<file path="src/rtl/rmrpy_pkg.sv">
// Shared types, constants and helper functions for the rotation matrix to
// roll/pitch/yaw block. No dependencies.
package rmrpy_pkg;

  localparam int NUM_LANES  = 4;
  localparam int LANE_PITCH = 0;
  localparam int LANE_YAW   = 1;
  localparam int LANE_ROLL  = 2;  // atan2(r21, r22)
  localparam int LANE_SROLL = 3;  // atan2(r01, r11), used near +-90 deg

  localparam int SQRT_STEPS = 32;
  localparam int VW         = 36;  // CORDIC x/y width

  localparam logic [1:0]  SC_REGULAR = 2'd0;
  localparam logic [1:0]  SC_PLUS90  = 2'd1;
  localparam logic [1:0]  SC_MINUS90 = 2'd2;
  localparam logic [15:0] QUARTER    = 16'd16384;
  localparam logic [13:0] THR_RESET  = 14'd182;
  localparam logic [1:0]  ADDR_THR   = 2'd0;

  typedef struct packed {
    logic signed [15:0] r00;
    logic signed [15:0] r10;
    logic signed [15:0] r20;
    logic signed [15:0] r01;
    logic signed [15:0] r11;
    logic signed [15:0] r21;
    logic signed [15:0] r22;
  } rot_t;

  typedef struct packed {
    logic signed [VW-1:0] x;
    logic signed [VW-1:0] y;
    logic [31:0]          z;
    logic                 zero;
  } vec_t;

  typedef vec_t [NUM_LANES-1:0] lanes_t;

  // round(atan(2^-i) * 2^31 / pi)
  function automatic logic [31:0] atan_entry(input logic [4:0] i);
    logic [31:0] v;
    unique case (i)
      5'd0:  v = 32'h20000000;  5'd1:  v = 32'h12E4051E;
      5'd2:  v = 32'h09FB385B;  5'd3:  v = 32'h051111D4;
      5'd4:  v = 32'h028B0D43;  5'd5:  v = 32'h0145D7E1;
      5'd6:  v = 32'h00A2F61E;  5'd7:  v = 32'h00517C55;
      5'd8:  v = 32'h0028BE53;  5'd9:  v = 32'h00145F2F;
      5'd10: v = 32'h000A2F98;  5'd11: v = 32'h000517CC;
      5'd12: v = 32'h00028BE6;  5'd13: v = 32'h000145F3;
      5'd14: v = 32'h0000A2FA;  5'd15: v = 32'h0000517D;
      5'd16: v = 32'h000028BE;  5'd17: v = 32'h0000145F;
      5'd18: v = 32'h00000A30;  5'd19: v = 32'h00000518;
      5'd20: v = 32'h0000028C;  5'd21: v = 32'h00000146;
      5'd22: v = 32'h000000A3;  5'd23: v = 32'h00000051;
      5'd24: v = 32'h00000029;  5'd25: v = 32'h00000014;
      5'd26: v = 32'h0000000A;  5'd27: v = 32'h00000005;
      5'd28: v = 32'h00000003;  5'd29: v = 32'h00000001;
      5'd30: v = 32'h00000001;  5'd31: v = 32'h00000000;
      default: v = 32'h00000000;
    endcase
    return v;
  endfunction

  // Q2.14 entry scaled by 2^16
  function automatic logic signed [VW-1:0] ext_q(input logic signed [15:0] r);
    return {{(VW-32){r[15]}}, r, 16'h0000};
  endfunction

  // Fold the vector into the right half plane before the first rotation
  function automatic vec_t prep_lane(input logic signed [VW-1:0] y,
                                     input logic signed [VW-1:0] x);
    vec_t v;
    v.zero = (x == '0) && (y == '0);
    if (x[VW-1]) begin
      v.x = -x;
      v.y = -y;
      v.z = 32'h8000_0000;
    end else begin
      v.x = x;
      v.y = y;
      v.z = 32'h0000_0000;
    end
    return v;
  endfunction

  function automatic logic [15:0] to_angle(input vec_t v);
    logic [31:0] s;
    s = v.z + 32'h0000_8000;
    return v.zero ? 16'h0000 : s[31:16];
  endfunction

endpackage

</file>
<file path="src/rtl/rmrpy_sqrt_cell.sv">
// One digit cell of the pipelined integer square root (two radicand bits a cell).
// Depends on rmrpy_pkg.
module rmrpy_sqrt_cell #(
  parameter int STEP = 0
) (
  input  logic                clk,
  input  logic                rst_n,
  input  logic                en,
  input  logic                valid_i,
  input  logic [31:0]         sum_i,
  input  logic [35:0]         rem_i,
  input  logic [31:0]         root_i,
  input  rmrpy_pkg::rot_t     rot_i,
  output logic                valid_o,
  output logic [31:0]         sum_o,
  output logic [35:0]         rem_o,
  output logic [31:0]         root_o,
  output rmrpy_pkg::rot_t     rot_o
);

  localparam int PAIR = rmrpy_pkg::SQRT_STEPS - 1 - STEP;

  logic            valid_r;
  logic [31:0]     sum_r;
  logic [35:0]     rem_r, rem_nxt, rem_sh, trial;
  logic [31:0]     root_r, root_nxt;
  rmrpy_pkg::rot_t rot_r;
  logic [1:0]      bits;

  // radicand is sum << 32: its lower half is all zeros
  generate
    if (PAIR >= 16) begin : g_hi
      assign bits = sum_i[2*PAIR-32 +: 2];
    end else begin : g_lo
      assign bits = 2'b00;
    end
  endgenerate

  always_comb begin
    rem_sh = {rem_i[33:0], bits};
    trial  = {2'b00, root_i, 2'b01};
    if (rem_sh >= trial) begin
      rem_nxt  = rem_sh - trial;
      root_nxt = {root_i[30:0], 1'b1};
    end else begin
      rem_nxt  = rem_sh;
      root_nxt = {root_i[30:0], 1'b0};
    end
  end

  always_ff @(posedge clk) begin
    if (!rst_n) begin
      valid_r <= 1'b0;
    end else if (en) begin
      valid_r <= valid_i;
    end
  end

  always_ff @(posedge clk) begin
    if (en) begin
      sum_r  <= sum_i;
      rem_r  <= rem_nxt;
      root_r <= root_nxt;
      rot_r  <= rot_i;
    end
  end

  assign valid_o = valid_r;
  assign sum_o   = sum_r;
  assign rem_o   = rem_r;
  assign root_o  = root_r;
  assign rot_o   = rot_r;

endmodule

</file>
<file path="config.mk">
export PLATFORM = sky130hd
export DESIGN_NAME = rmrpy_sqrt_cell
export DESIGN_NICKNAME = d
export VERILOG_FILES = /design/src/rtl/rmrpy_pkg.sv /design/src/rtl/rmrpy_sqrt_cell.sv
export SDC_FILE = /design/constraint.sdc
export NUM_CORES = 1
export LEC_CHECK = 0
export BUFFER_PORTS_ARGS = -buffer_cell sky130_fd_sc_hd__buf_2
export CORE_ASPECT_RATIO = 0.6
export CORE_MARGIN = 5
export CORE_UTILIZATION = 30
export DETAILED_ROUTE_END_ITERATION = 8
export PLACE_DENSITY = 0.66
export SLEW_MARGIN = 20
export SYNTH_ARGS = -nofsm -noshare
export SYNTH_HDL_FRONTEND = slang
export SYNTH_SLANG_ARGS = --single-unit
export TNS_END_PERCENT = 1
</file>
<file path="constraint.sdc">
create_clock -name clk -period 2.8 [get_ports clk]
set_input_delay 0.14 -clock clk [delete_from_list [all_inputs] [get_ports clk]]
set_output_delay 0.14 -clock clk [all_outputs]
set_load 0.05 [all_outputs]
</file>
==> key figures <==
Yosys
  • Post-synth EDFFs: 212
  • Largest cells by area after synthesis: edfxtp_1 (72%), ha_1 (4.8%), o21ai_0 (2.5%)
  • Synthesized area per cell: around 14 sq um
  • Synth cell types: slightly above 50
  • Post-Synthesis Cell Area: just under 9000 sq um
  • Yosys top cell area share: 71.6%
  • Post-Synthesis Cells: about 610
  • Fraction of registers with async set/reset: 0%
  • Combinational family with the most area after synthesis: compound AO/OA/AOI/OAI gates
  • Synth Area in Adders: 4.79%
  • Yosys reg bits: roughly 210
  • Synth area leader: edfxtp_1
  • Synth warn: 0
  • Sequential fraction of the synthesis area: 71.8%
  • Synth Area in XOR/XNOR: 3.25%
  • Mux cell area share after synthesis: 0.239%
  • Post-Syn Nets: between 800 and 900
  • Main synth FF type: edfxtp_1
  • Simple-gate share of the synthesized area: a little under 7%
  • Share of the synthesized area in compound gates (AO/OA/AOI/OAI): 10.1%

Detailed routing
  • Vias: 7818
  • WL/cell: 19.4 um
  • Iter 0 DRT Violations: 491
  • Initial DRT Pass Iterations: 6
  • Post-route ant nets: 0
  • Drt total wl: 33100 um
  • DR DRC count: 0
  • DR vias/cell: 4.58

Layout
  • Layout fillers: 2518
  • Sequential cell area: 6390 sq um
  • Area growth syn-to-layout: 65.0%
  • Layout cells sized above 1: approximately two fifths
  • Nets@finish: 1536
  • Multi-input combinational cell area: 2340 sq um

Clocking
  • Clk root buf: clkbuf_16
  • H-tree depth: 1
  • Clk_lat worst skew: 0.51 ns
  • Max Buffers Root-to-Sink: 3
  • Reg clk slew, reported paths: 0.06 ns
  • TritonCTS clock tree: yes
  • Clk sinks: 213
  • Total CTS buffers: 23

Outcome
  • Status: finished clean

Power and ir drop
  • Peak supply drop: about 0.39 mV
  • Design Power: 9490 uW
  • Lkg Pwr: 0.00628 uW
  • Power density over cell area: 647 nW/um^2

Floorplanning
  • Row cnt: 48
  • Chip height: 143 um
  • Core Region: 28900 sq um
  • DIE AREA: between 30000 and 40000 sq um
  • Initial Utilization: ~31%
  • Die width: 232 um
  • Io pins: 429

STA
  • Worst clock skew: 0 ns
  • Hold Vio Cnt, Final: 0
  • Relative slew slack: between 50 and 60%
  • Max Transition Viols Final: 0
  • RSZ-0062 raised after global routing: yes
  • Final min period: 2.79 ns
  • Actual slew at the worst max-slew pin: 0.636 ns
  • Worst setup margin: 0.0117 ns
  • Fmax: 359 MHz
  • Final worst path period share: 99.6%
  • Final setup fails: 0

Placed design
  • Setup WS pre-CTS: -0.0667 ns
  • GPL Wtd Cong: 0.904
  • Port Buffers: 426
  • Dpl hpwl: 22800 um

Worst setup path
  • CP Capture Type: flop
  • Critical path required time: 3.07 ns
  • RR Startpoint: valid_o
  • CP arrival: approximately 3.1 ns
  • CP Class: primary input to flop
  • R2R Path End: valid_o
  • R2R cell count: 3
  • R2R setup slack: 1.64 ns
  • CP startpoint kind: primary input
  • CP max FO: 5

Global routing
  • Vias in the first global route: 7866
  • Largest net degree at the start of global routing: 79
  • Total GRT Usage: between 10% and 20%
  • Overflow after GRT: 0
  • First-pass GRT wire length: around 47000 um
  • Initial antenna violation count: 5

Worst hold path
  • Hold path depth: 1
  • Hold Path Class: primary input to flop
  • Hold worst-path end: rot_o[89]
  • Hold wc startpoint: en

Run
  • Max Cap Viol: 0
-- cell usage after synthesis, types with 6 or more instances --
master / instances
edfxtp_1: 212
o21ai_0: 45
o21bai_1: 8
xnor2_1: 19
o21ai_1: 10
ha_1: 34
inv_1: 40
nor2_1: 14
xor2_1: 14
nand3_1: 9
a21oi_1: 33
clkbuf_1: 8
nor3_1: 6
buf_2: 9
nand4_1: 14
a21o_1: 8
nand2_1: 57
-- flip-flops by register name (all words and copies together) (netlist names) --
signal / cells
rem_o: 36
root_o: 32
sum_o: 32
rot_o: 112
valid_o: 1
-- cells by family after synthesis --
family	after synthesis
simple gates	126
fa+ha+maj	34
flops	213
mux	2
xor+xnor	33
compound gates	143
buf+inv	63
-- layout by cell type (no fill, tap or decap), types with 9 or more instances in the layout --
cell type      netlist  routed
buf_2                9     425
xnor2_1             19      19
inv_1               40      40
nor2_1              14      14
o21ai_1             10       9
clkbuf_16            0      24
a21oi_1             33      33
edfxtp_1           212     212
nand4_1             14      14
nand2_1             57      55
o21ai_0             45      45
dlygate4sd3_1        0     211
ha_1                34      31
buf_4                4      28
xor2_1              14      14
-- worst max-delay path, cell delays in order --
cell,delay (ns)
dlygate4sd3_1,0.55
buf_2,0.14
inv_1,0.07
ha_1,0.31
o21ai_2,0.15
a221oi_4,0.41
o21ai_2,0.13
a2111oi_4,0.40
o21ai_2,0.16
o21ai_2,0.20
a31oi_1,0.12
mux2_2,0.28
-- per-layer routing --
| layer | GRT usage (%) | wire length (um) | vias to the layer above |
|---|---|---|---|
| li1 | - | - | 3650 |
| met1 | 23.1 | 13200 | 3753 |
| met2 | 30.6 | 16000 | 364 |
| met3 | 5.88 | 3050 | 51 |
| met4 | 5.00 | 864 | 0 |
| met5 | 0 | 0 | - |
-- final cells by class --
| class | instances | share of cell area (%) |
|---|---|---|
| inverters | 40 | 1.02 |
| repair buffers | 670 | 31.1 |
| well taps | 400 | 3.41 |
| flip-flops and latches | 213 | 43.5 |
| clock inverters | 11 | 0.819 |
| multi-input cells | 338 | 15.9 |
| diodes | 6 | 0.102 |
| clock buffers | 28 | 4.05 |
-- power by group --
group	internal, uW	total [uW]	switching, uW
sequential	3870	3950	82.1
clock	1700	2950	1250
combinational	787	2580	1800
total	6350	9490	3130
-- through the flow --
step                area (sq um)  cells  util [%]  hold WS, ns  setup TNS, ns
floorplan                   8890    614         -        0.239              0
global placement           11700   1446      40.3        0.316         -0.107
detailed placement         11700   1446      40.3        0.318        -0.0667
CTS                        14500   1696      50.1        0.109              0
global route               14700   1704      50.6        0.109         -0.339
finish                     14700   1706      50.7       0.0974              0
-- worst max path at each step --
stage / startpoint / endpoint / cells after the start
2_1_floorplan: root_i[0] / rem_o[35] / 11
3_5_place_dp: rem_i[13] / rem_o[34] / 12
3_3_place_gp: rem_i[9] / rem_o[34] / 11
6_report: root_i[1] / rem_o[35] / 12
4_1_cts: rem_i[15] / rem_o[34] / 12
5_1_grt: root_i[5] / rem_o[35] / 12
-- timing repair --
action | in CTS | in global routing
hold buffers | 211 | 0
setup buffers | 0 | 3
endpoints found under the hold margin | 210 | 0
setup endpoints to repair | 0 | 37
gates resized for setup | 0 | 19
(Power assumes the default switching activity.)
