### config.mk
export PLATFORM = sky130hd
export DESIGN_NAME = rmrpy_cordic_cell
export DESIGN_NICKNAME = d
export VERILOG_FILES = /design/src/rtl/rmrpy_pkg.sv /design/src/rtl/rmrpy_cordic_cell.sv
export SDC_FILE = /design/constraint.sdc
export NUM_CORES = 1
export LEC_CHECK = 0
export ABC_AREA = 0
export BUFFER_PORTS_ARGS = -buffer_cell sky130_fd_sc_hd__buf_2
export CELL_PAD_IN_SITES_DETAIL_PLACEMENT = 0
export CELL_PAD_IN_SITES_GLOBAL_PLACEMENT = 1
export CORE_AREA = 2 2 331 333
export CTS_BUF_LIST = sky130_fd_sc_hd__clkbuf_16
export DETAILED_ROUTE_END_ITERATION = 10
export DIE_AREA = 0 0 333 335
export PLACE_DENSITY = 0.76
export SLEW_MARGIN = 30
export SYNTH_ARGS = -nofsm -noshare
export SYNTH_HDL_FRONTEND = slang
export SYNTH_SLANG_ARGS = --single-unit
### constraint.sdc
create_clock -name clk -period 4.4 [get_ports clk]
set_input_delay 0.44 -clock clk [delete_from_list [all_inputs] [get_ports clk]]
set_output_delay 0.44 -clock clk [all_outputs]
set_load 0.01 [all_outputs]
### src/rtl/rmrpy_pkg.sv
// Shared types, constants and helper functions for the rotation matrix to
// roll/pitch/yaw block. No dependencies.
package rmrpy_pkg;

  localparam int NUM_LANES  = 4;
  localparam int LANE_PITCH = 0;
  localparam int LANE_YAW   = 1;
  localparam int LANE_ROLL  = 2;  // atan2(r21, r22)
  localparam int LANE_SROLL = 3;  // atan2(r01, r11), used near +-90 deg

  localparam int SQRT_STEPS = 32;
  localparam int VW         = 36;  // CORDIC x/y width

  localparam logic [1:0]  SC_REGULAR = 2'd0;
  localparam logic [1:0]  SC_PLUS90  = 2'd1;
  localparam logic [1:0]  SC_MINUS90 = 2'd2;
  localparam logic [15:0] QUARTER    = 16'd16384;
  localparam logic [13:0] THR_RESET  = 14'd182;
  localparam logic [1:0]  ADDR_THR   = 2'd0;

  typedef struct packed {
    logic signed [15:0] r00;
    logic signed [15:0] r10;
    logic signed [15:0] r20;
    logic signed [15:0] r01;
    logic signed [15:0] r11;
    logic signed [15:0] r21;
    logic signed [15:0] r22;
  } rot_t;

  typedef struct packed {
    logic signed [VW-1:0] x;
    logic signed [VW-1:0] y;
    logic [31:0]          z;
    logic                 zero;
  } vec_t;

  typedef vec_t [NUM_LANES-1:0] lanes_t;

  // round(atan(2^-i) * 2^31 / pi)
  function automatic logic [31:0] atan_entry(input logic [4:0] i);
    logic [31:0] v;
    unique case (i)
      5'd0:  v = 32'h20000000;  5'd1:  v = 32'h12E4051E;
      5'd2:  v = 32'h09FB385B;  5'd3:  v = 32'h051111D4;
      5'd4:  v = 32'h028B0D43;  5'd5:  v = 32'h0145D7E1;
      5'd6:  v = 32'h00A2F61E;  5'd7:  v = 32'h00517C55;
      5'd8:  v = 32'h0028BE53;  5'd9:  v = 32'h00145F2F;
      5'd10: v = 32'h000A2F98;  5'd11: v = 32'h000517CC;
      5'd12: v = 32'h00028BE6;  5'd13: v = 32'h000145F3;
      5'd14: v = 32'h0000A2FA;  5'd15: v = 32'h0000517D;
      5'd16: v = 32'h000028BE;  5'd17: v = 32'h0000145F;
      5'd18: v = 32'h00000A30;  5'd19: v = 32'h00000518;
      5'd20: v = 32'h0000028C;  5'd21: v = 32'h00000146;
      5'd22: v = 32'h000000A3;  5'd23: v = 32'h00000051;
      5'd24: v = 32'h00000029;  5'd25: v = 32'h00000014;
      5'd26: v = 32'h0000000A;  5'd27: v = 32'h00000005;
      5'd28: v = 32'h00000003;  5'd29: v = 32'h00000001;
      5'd30: v = 32'h00000001;  5'd31: v = 32'h00000000;
      default: v = 32'h00000000;
    endcase
    return v;
  endfunction

  // Q2.14 entry scaled by 2^16
  function automatic logic signed [VW-1:0] ext_q(input logic signed [15:0] r);
    return {{(VW-32){r[15]}}, r, 16'h0000};
  endfunction

  // Fold the vector into the right half plane before the first rotation
  function automatic vec_t prep_lane(input logic signed [VW-1:0] y,
                                     input logic signed [VW-1:0] x);
    vec_t v;
    v.zero = (x == '0) && (y == '0);
    if (x[VW-1]) begin
      v.x = -x;
      v.y = -y;
      v.z = 32'h8000_0000;
    end else begin
      v.x = x;
      v.y = y;
      v.z = 32'h0000_0000;
    end
    return v;
  endfunction

  function automatic logic [15:0] to_angle(input vec_t v);
    logic [31:0] s;
    s = v.z + 32'h0000_8000;
    return v.zero ? 16'h0000 : s[31:16];
  endfunction

endpackage

### src/rtl/rmrpy_cordic_cell.sv
// One CORDIC vectoring iteration applied to all four angle lanes.
// Depends on rmrpy_pkg.
module rmrpy_cordic_cell #(
  parameter int STAGE = 0
) (
  input  logic              clk,
  input  logic              rst_n,
  input  logic              en,
  input  logic              valid_i,
  input  rmrpy_pkg::lanes_t lanes_i,
  output logic              valid_o,
  output rmrpy_pkg::lanes_t lanes_o
);

  localparam logic [31:0] ANG = rmrpy_pkg::atan_entry(STAGE[4:0]);

  logic              valid_r;
  rmrpy_pkg::lanes_t lanes_r, lanes_nxt;

  always_comb begin
    for (int l = 0; l < rmrpy_pkg::NUM_LANES; l++) begin
      lanes_nxt[l].zero = lanes_i[l].zero;
      // y of zero counts as positive
      if (!lanes_i[l].y[rmrpy_pkg::VW-1]) begin
        lanes_nxt[l].x = lanes_i[l].x + (lanes_i[l].y >>> STAGE);
        lanes_nxt[l].y = lanes_i[l].y - (lanes_i[l].x >>> STAGE);
        lanes_nxt[l].z = lanes_i[l].z + ANG;
      end else begin
        lanes_nxt[l].x = lanes_i[l].x - (lanes_i[l].y >>> STAGE);
        lanes_nxt[l].y = lanes_i[l].y + (lanes_i[l].x >>> STAGE);
        lanes_nxt[l].z = lanes_i[l].z - ANG;
      end
    end
  end

  always_ff @(posedge clk) begin
    if (!rst_n) begin
      valid_r <= 1'b0;
    end else if (en) begin
      valid_r <= valid_i;
    end
  end

  always_ff @(posedge clk) begin
    if (en) begin
      lanes_r <= lanes_nxt;
    end
  end

  assign valid_o = valid_r;
  assign lanes_o = lanes_r;

endmodule

==> results.yml, run 1 <==
run_status:
  status: "finished clean"
grt:
  grt_max_degree: 94
  antenna_found_initial: 46
  grt_first_pass_wirelength_mm: 220
  grt_usage_pct: 25.7
  grt_pass1_vias: 35600
  grt_overflow: 0
yosys:
  synth_top_cell_by_area: "edfxtp_1"
  ys_warn_count: 0
  netlist_instances: 4294
  ys_ff_latch: 417
  synth.area.top_cells: "edfxtp_1 (33%), ha_1 (14%), a21oi_1 (6.8%)"
  ys_seq_area_share_pct: 33.2
  avgSynthCellArea_um2: 8.77
  synth_nets: 5170
  async_flop_share_pct: 0
  synth_edf_count: 416
  synth.top_cell.area_share_pct: 33.2
  ys_types: 91
  synthFlopType: "edfxtp_1"
  mappedNetlistArea_um2: 37600
flow_run:
  timing.max_cap.violations: 0
clock_tree:
  clockRootBuffer: "clkbuf_16"
  cts_tree: "done"
  cts_resized: 0
  clkSlewWorstSetupHoldPaths_ns: 0.06
  clk_latency_ns: 0.65
  postCtsSetupBuffers: 0
  cts.sinks: 417
  clk_path_buf_depth: 3
  cts_hold_buf: 116
  numCtsBuffers: 55
  htreeDepth: 2
route:
  drcViolationCount: 0
  vias: 36200
  drt_wl_total_mm: 151
  vias_per_cell: 5.44
  first_iter_violations: 3126
  dr.pass1.iters: 6
  avgRoutedWirePerCell_um: 22.7
  ant_nets: 0
critical_path:
  cp.required_ns: 4.81
  critPathKind: "primary input to flip-flop"
  cp.arrival_ns: 3.94
  rrSetupSlack_ns: 3.78
  reg2reg_depth: 2
  cp_max_fo: 4
  end_kind: "flip-flop"
  startpoint_type: "primary input"
timing:
  finalCritPeriodShare_pct: 80.3
  finalClockSkew_ns: 0
  fin_setup_tns_ns: 0
  worst_pin_slew_ns: 0.976
  drv_slew: 0
  slew_headroom_pct: 34.6
  finalCriticalPeriod_ns: 3.53
  hold_violations: 0
  rsz0062_at_grt: "false"
  setup_viol: 0
  fmax_mhz: 283
  hold_slack_ns: 0.0336
final_layout:
  nets: 6064
  multiInputGateArea_um2: 22600
  syn_to_final_growth_pct: 23.3
  num-fill-cells: 10900
  finalInstanceArea_um2: 46400
  layout_common_cells: "buf_2 (843), a21oi_1 (510), inv_1 (446), ha_1 (436), edfxtp_1 (416)"
  drive_above_1_share_pct: 20.0
  final_common_cell: "buf_2"
  seq_area_um2: 12500
floorplanning:
  die_w_um: 333
  io_pins: 845
  placement_rows: 121
  die_h_um: 335
  core_um2: 108000
  initial_core_util_pct: 34.8
  die_area_um2: 112000
pwr:
  p_leak_nw: 20.9
  p_int_mw: 9.82
  clkPwrFrac_pct: 29.6
  power_density_nw_per_um2: 331
  combPwrFrac_pct: 35.3
  power_switching_mw: 5.55
  vdd_drop_max_mv: 0.306
  power_frac_seq_pct: 35.1
  switching_share_pct: 36.1
place:
  numPortBuffers: 844
  gp_congestion: 0.959
  placed_area_um2: 43500
  post-dp-hpwl_mm: 121
min_path:
  whs_path_depth: 1
  hold_class: "primary input to flip-flop"
[per-stage QoR]
stage	setup slack (ns)	std cells	utilization, %	power [mW]
after global routing	0.630	6650	42.9	16.1
after detailed placement	0.288	6429	40.2	10.7
after global placement	0.275	6429	40.2	10.7
after floorplan	1.19	4294	-	8.49
after CTS	0.982	6641	42.9	15.5
final	0.866	6655	43.0	15.4
[path summary, 6_finish.rpt]
path / from / to
max: lanes_i[349] / lanes_o[373]
min: lanes_i[5] / lanes_o[5]
max reg2reg: valid_o / valid_o
min reg2reg: valid_o / valid_o
[flip-flops by register name, indices dropped and copies added (netlist names)]
signal   flops
lanes_o    416
valid_o      1
[cell type report]
type | count | share of cell area, %
Sequential cell | 417 | 26.9
Antenna cell | 14 | 0.0754
Timing Repair Buffer | 1032 | 12.9
Inverter | 456 | 3.69
Tap cell | 1414 | 3.81
Multi-Input combinational cell | 3226 | 48.8
Clock inverter | 40 | 0.819
Clock buffer | 56 | 3.02
[cells in the mapped netlist (11+ instances only)]
library cell,n
a211o_1,16
a311oi_1,11
o21ai_0,284
a31oi_1,32
a21boi_0,13
a21oi_1,510
xnor2_1,232
nor2_1,365
a21o_1,106
ha_1,436
nand2b_1,45
nor3_1,81
and3_1,15
o211ai_1,25
clkbuf_1,127
fa_1,16
o21a_1,44
inv_1,438
o31a_1,11
edfxtp_1,416
nor2b_1,58
nand3_1,60
nand4_1,43
buf_1,40
o31ai_1,32
a221o_1,12
buf_2,22
and2_1,21
a211oi_1,48
or2_2,16
xor2_1,47
nor4_1,23
nand2_1,205
a2111oi_0,12
a221oi_1,12
o22ai_1,18
or3_1,21
clkinv_1,18
o21bai_1,125
mux2i_1,69
[routing by layer]
| metal | vias up | routed length [µm] | global-route usage, % |
|---|---|---|---|
| met4 | 60 | 6120 | 10.3 |
| met3 | 290 | 11600 | 6.31 |
| met2 | 1484 | 71800 | 43.5 |
| li1 | 17100 | - | - |
| met1 | 17300 | 61200 | 31.4 |
| met5 | - | 440 | 0 |
[critical path: stages]
cell       delay [ns]
buf_2            0.13
inv_1            0.11
ha_1             0.33
nor2b_1          0.16
o31ai_1          0.40
a21oi_1          0.17
a2111oi_0        0.38
buf_4            0.21
o21ai_0          0.23
a211o_1          0.50
a21boi_0         0.49
o211ai_1         0.14
o21ai_0          0.14
xnor2_1          0.09
[logic make-up after synthesis]
| logic type | Yosys count | share of synthesized area (%) |
|---|---|---|
| DFF | 417 | 33.2 |
| muxes | 70 | 1.86 |
| AOI/OAI and AO/OA | 1427 | 23.9 |
| xor gates and xnor gates | 279 | 6.49 |
| buffers and inverters | 651 | 6.63 |
| and+or+nand+nor | 998 | 12.6 |
| adders and majority gates | 452 | 15.3 |
[power groups by stage]
stage                     Sequential (mW)  Combinational (mW)  Clock [mW]
after CTS                            5.41                5.38        4.67
after global routing                 5.44                5.85        4.81
final                                5.40                5.43        4.55
after detailed placement             5.48                5.26           0
after floorplan                      5.68                2.81           0
after global placement               5.48                5.27           0
(Power assumes the default switching activity.)
==> run 2: changes to the inputs <==
--- a/config.mk
+++ b/config.mk
@@ -5,15 +5,16 @@
 export SDC_FILE = /design/constraint.sdc
 export NUM_CORES = 1
 export LEC_CHECK = 0
-export ABC_AREA = 0
+export ABC_AREA = 1
 export BUFFER_PORTS_ARGS = -buffer_cell sky130_fd_sc_hd__buf_2
 export CELL_PAD_IN_SITES_DETAIL_PLACEMENT = 0
 export CELL_PAD_IN_SITES_GLOBAL_PLACEMENT = 1
-export CORE_AREA = 2 2 331 333
+export CORE_ASPECT_RATIO = 0.9
+export CORE_MARGIN = 2
+export CORE_UTILIZATION = 41
 export CTS_BUF_LIST = sky130_fd_sc_hd__clkbuf_16
 export DETAILED_ROUTE_END_ITERATION = 10
-export DIE_AREA = 0 0 333 335
-export PLACE_DENSITY = 0.76
+export PLACE_DENSITY = 0.88
 export SLEW_MARGIN = 30
 export SYNTH_ARGS = -nofsm -noshare
 export SYNTH_HDL_FRONTEND = slang
==> constraint.sdc (replaced) <==
create_clock -name clk -period 3.4 [get_ports clk]
set_input_delay 0.34 -clock clk [delete_from_list [all_inputs] [get_ports clk]]
set_output_delay 0.34 -clock clk [all_outputs]
set_load 0.01 [all_outputs]
==> results.yml, run 2 <==
timing:
  finalClockSkew_ns: 0
  rsz0062_at_grt: "false"
  hold_violations: 0
  fmax_mhz: 427
  worst_pin_slew_ns: 0.905
  drv_slew: 0
  finalCriticalPeriod_ns: 2.34
  hold_slack_ns: 0.0992
  fin_setup_tns_ns: 0
  slew_headroom_pct: 39.7
  finalCritPeriodShare_pct: 68.9
  setup_viol: 0
yosys:
  avgSynthCellArea_um2: 6.69
  async_flop_share_pct: 0
  ys_ff_latch: 417
  synth.top_cell.area_share_pct: 28.4
  mappedNetlistArea_um2: 44000
  synth_nets: 7444
  ys_types: 51
  ys_warn_count: 0
  synth_top_cell_by_area: "edfxtp_1"
  ys_seq_area_share_pct: 28.5
  synth_common_cells: "nand2_1 (1,896), inv_1 (980), nand3_1 (603)"
  synth.most_common_cell: "nand2_1"
  synthFlopType: "edfxtp_1"
  synth.area.top_cells: "edfxtp_1 (28%), nand2_1 (16%), ha_1 (12%)"
  synth_edf_count: 416
  netlist_instances: 6568
pwr:
  power_frac_seq_pct: 33.7
  p_int_mw: 12.1
  combPwrFrac_pct: 39.2
  p_leak_nw: 26.7
  clkPwrFrac_pct: 27.2
  vdd_drop_max_mv: 0.373
  power_switching_mw: 8.22
  switching_share_pct: 40.4
  power_density_nw_per_um2: 389
clock_tree:
  clk_path_buf_depth: 3
  clkSlewWorstSetupHoldPaths_ns: 0.06
  cts.sinks: 417
  htreeDepth: 2
  postCtsSetupBuffers: 0
  clockRootBuffer: "clkbuf_16"
  cts_tree: "done"
  numCtsBuffers: 49
  clk_latency_ns: 0.65
  cts_resized: 0
route:
  drcViolationCount: 0
  drt_wl_total_mm: 198
  vias: 47900
  first_iter_violations: 4662
  avgRoutedWirePerCell_um: 22.3
  vias_per_cell: 5.39
  dr.pass1.iters: 7
  ant_nets: 0
run_status:
  status: "finished clean"
grt:
  grt_first_pass_wirelength_mm: 285
  globalRouteMet1Util_pct: 47.0
  grt_util_met2_pct: 54.1
  grt_pass1_vias: 45500
  busiest_layer: "met2"
  grt_overflow: 0
  antenna_found_initial: 32
  grt_usage_pct: 34.6
  grt_max_degree: 75
  grt_use_met3_pct: 6.37
place:
  gp_congestion: 1.03
  post-dp-hpwl_mm: 167
  numPortBuffers: 844
critical_path:
  end_kind: "flip-flop"
  cp.arrival_ns: 2.71
  critPathKind: "primary input to flip-flop"
  startpoint_type: "primary input"
  cp_max_fo: 9
  cp.required_ns: 3.76
flow_run:
  timing.max_cap.violations: 0
final_layout:
  drive_above_1_share_pct: 15.0
  nets: 8336
  largest_reg_flops: 416
  final_common_cell: "nand2_1"
  layout_common_cells: "nand2_1 (1,896), inv_1 (986), buf_2 (843), nand3_1 (603), nor2_1 (590)"
  syn_to_final_growth_pct: 18.8
floorplanning:
  initial_core_util_pct: 41.5
  die_w_um: 349
  core_um2: 106000
  die_h_um: 315
  io_pins: 845
  placement_rows: 113
  die_area_um2: 110000
min_path:
  hold_class: "primary input to flip-flop"
-- run 2: kinds of logic after synthesis --
group	synth area share (%)
fa+ha+maj	13.1
xor+xnor	2.49
flops	28.5
simple gates	31.3
compound gates	13.5
buf+inv	11.1
-- run 2: critical path: stages --
cell	delay (ns)
buf_2	0.12
inv_1	0.05
ha_1	0.55
nand2_1	0.27
nor2_4	0.20
nand3_1	0.08
o211ai_1	0.52
nand2_1	0.16
nand2_1	0.09
nand2_1	0.05
nand3_1	0.12
o21ai_0	0.14
-- run 2: layer usage --
metal | up-vias | wire [µm]
li1 | 23000 | -
met5 | - | 113
met2 | 2247 | 86800
met4 | 16 | 8710
met3 | 355 | 16600
met1 | 22300 | 86200
-- run 2: layout make-up --
cell class	count	area, µm²
clock inverter	41	359
multi-input combinational	4967	26600
clock buffer	51	1280
inverter	998	3750
tap	1380	1730
fill	10900	53700
antenna	17	42.5
timing repair buffer	1027	6000
sequential	417	12500
-- run 2: through the flow --
step / power (mW) / cells / utilization, % / setup slack [ns] / instance area (µm²)
global placement: 14.5 / 8663 / 46.5 / 0.443 / 49300
global route: 21.3 / 8892 / 49.3 / 0.943 / 52200
finish: 20.3 / 8898 / 49.3 / 1.06 / 52200
detailed placement: 14.5 / 8663 / 46.5 / 0.529 / 49300
CTS: 20.2 / 8881 / 49.3 / 1.19 / 52200
floorplan: 11.3 / 6568 / - / 1.32 / 44000
-- run 2: timing repair --
| item | CTS | global route |
|---|---|---|
| hold buffers | 126 | 0 |
| hold endpoints to repair | 125 | 0 |
| endpoints found under the setup margin | 0 | 0 |
-- run 2: worst paths after layout --
check	startpoint	end	slack, ns	depth (start not counted)
setup / recovery	lanes_i[146]	lanes_o[192]	1.06	12
hold / removal	lanes_i[32]	lanes_o[32]	0.1	3
setup reg to reg	valid_o	valid_o	2.21	3
hold reg to reg	valid_o	valid_o	1.10	3
-- run 2: power by group through the flow --
| stage | combinational [mW] | clock [mW] | sequential, mW |
|---|---|---|---|
| after floorplan | 4.24 | 0 | 7.11 |
| after global placement | 7.59 | 0 | 6.93 |
| after detailed placement | 7.61 | 0 | 6.93 |
| after CTS | 7.76 | 5.63 | 6.84 |
| after global routing | 8.64 | 5.80 | 6.86 |
| final | 7.95 | 5.52 | 6.84 |
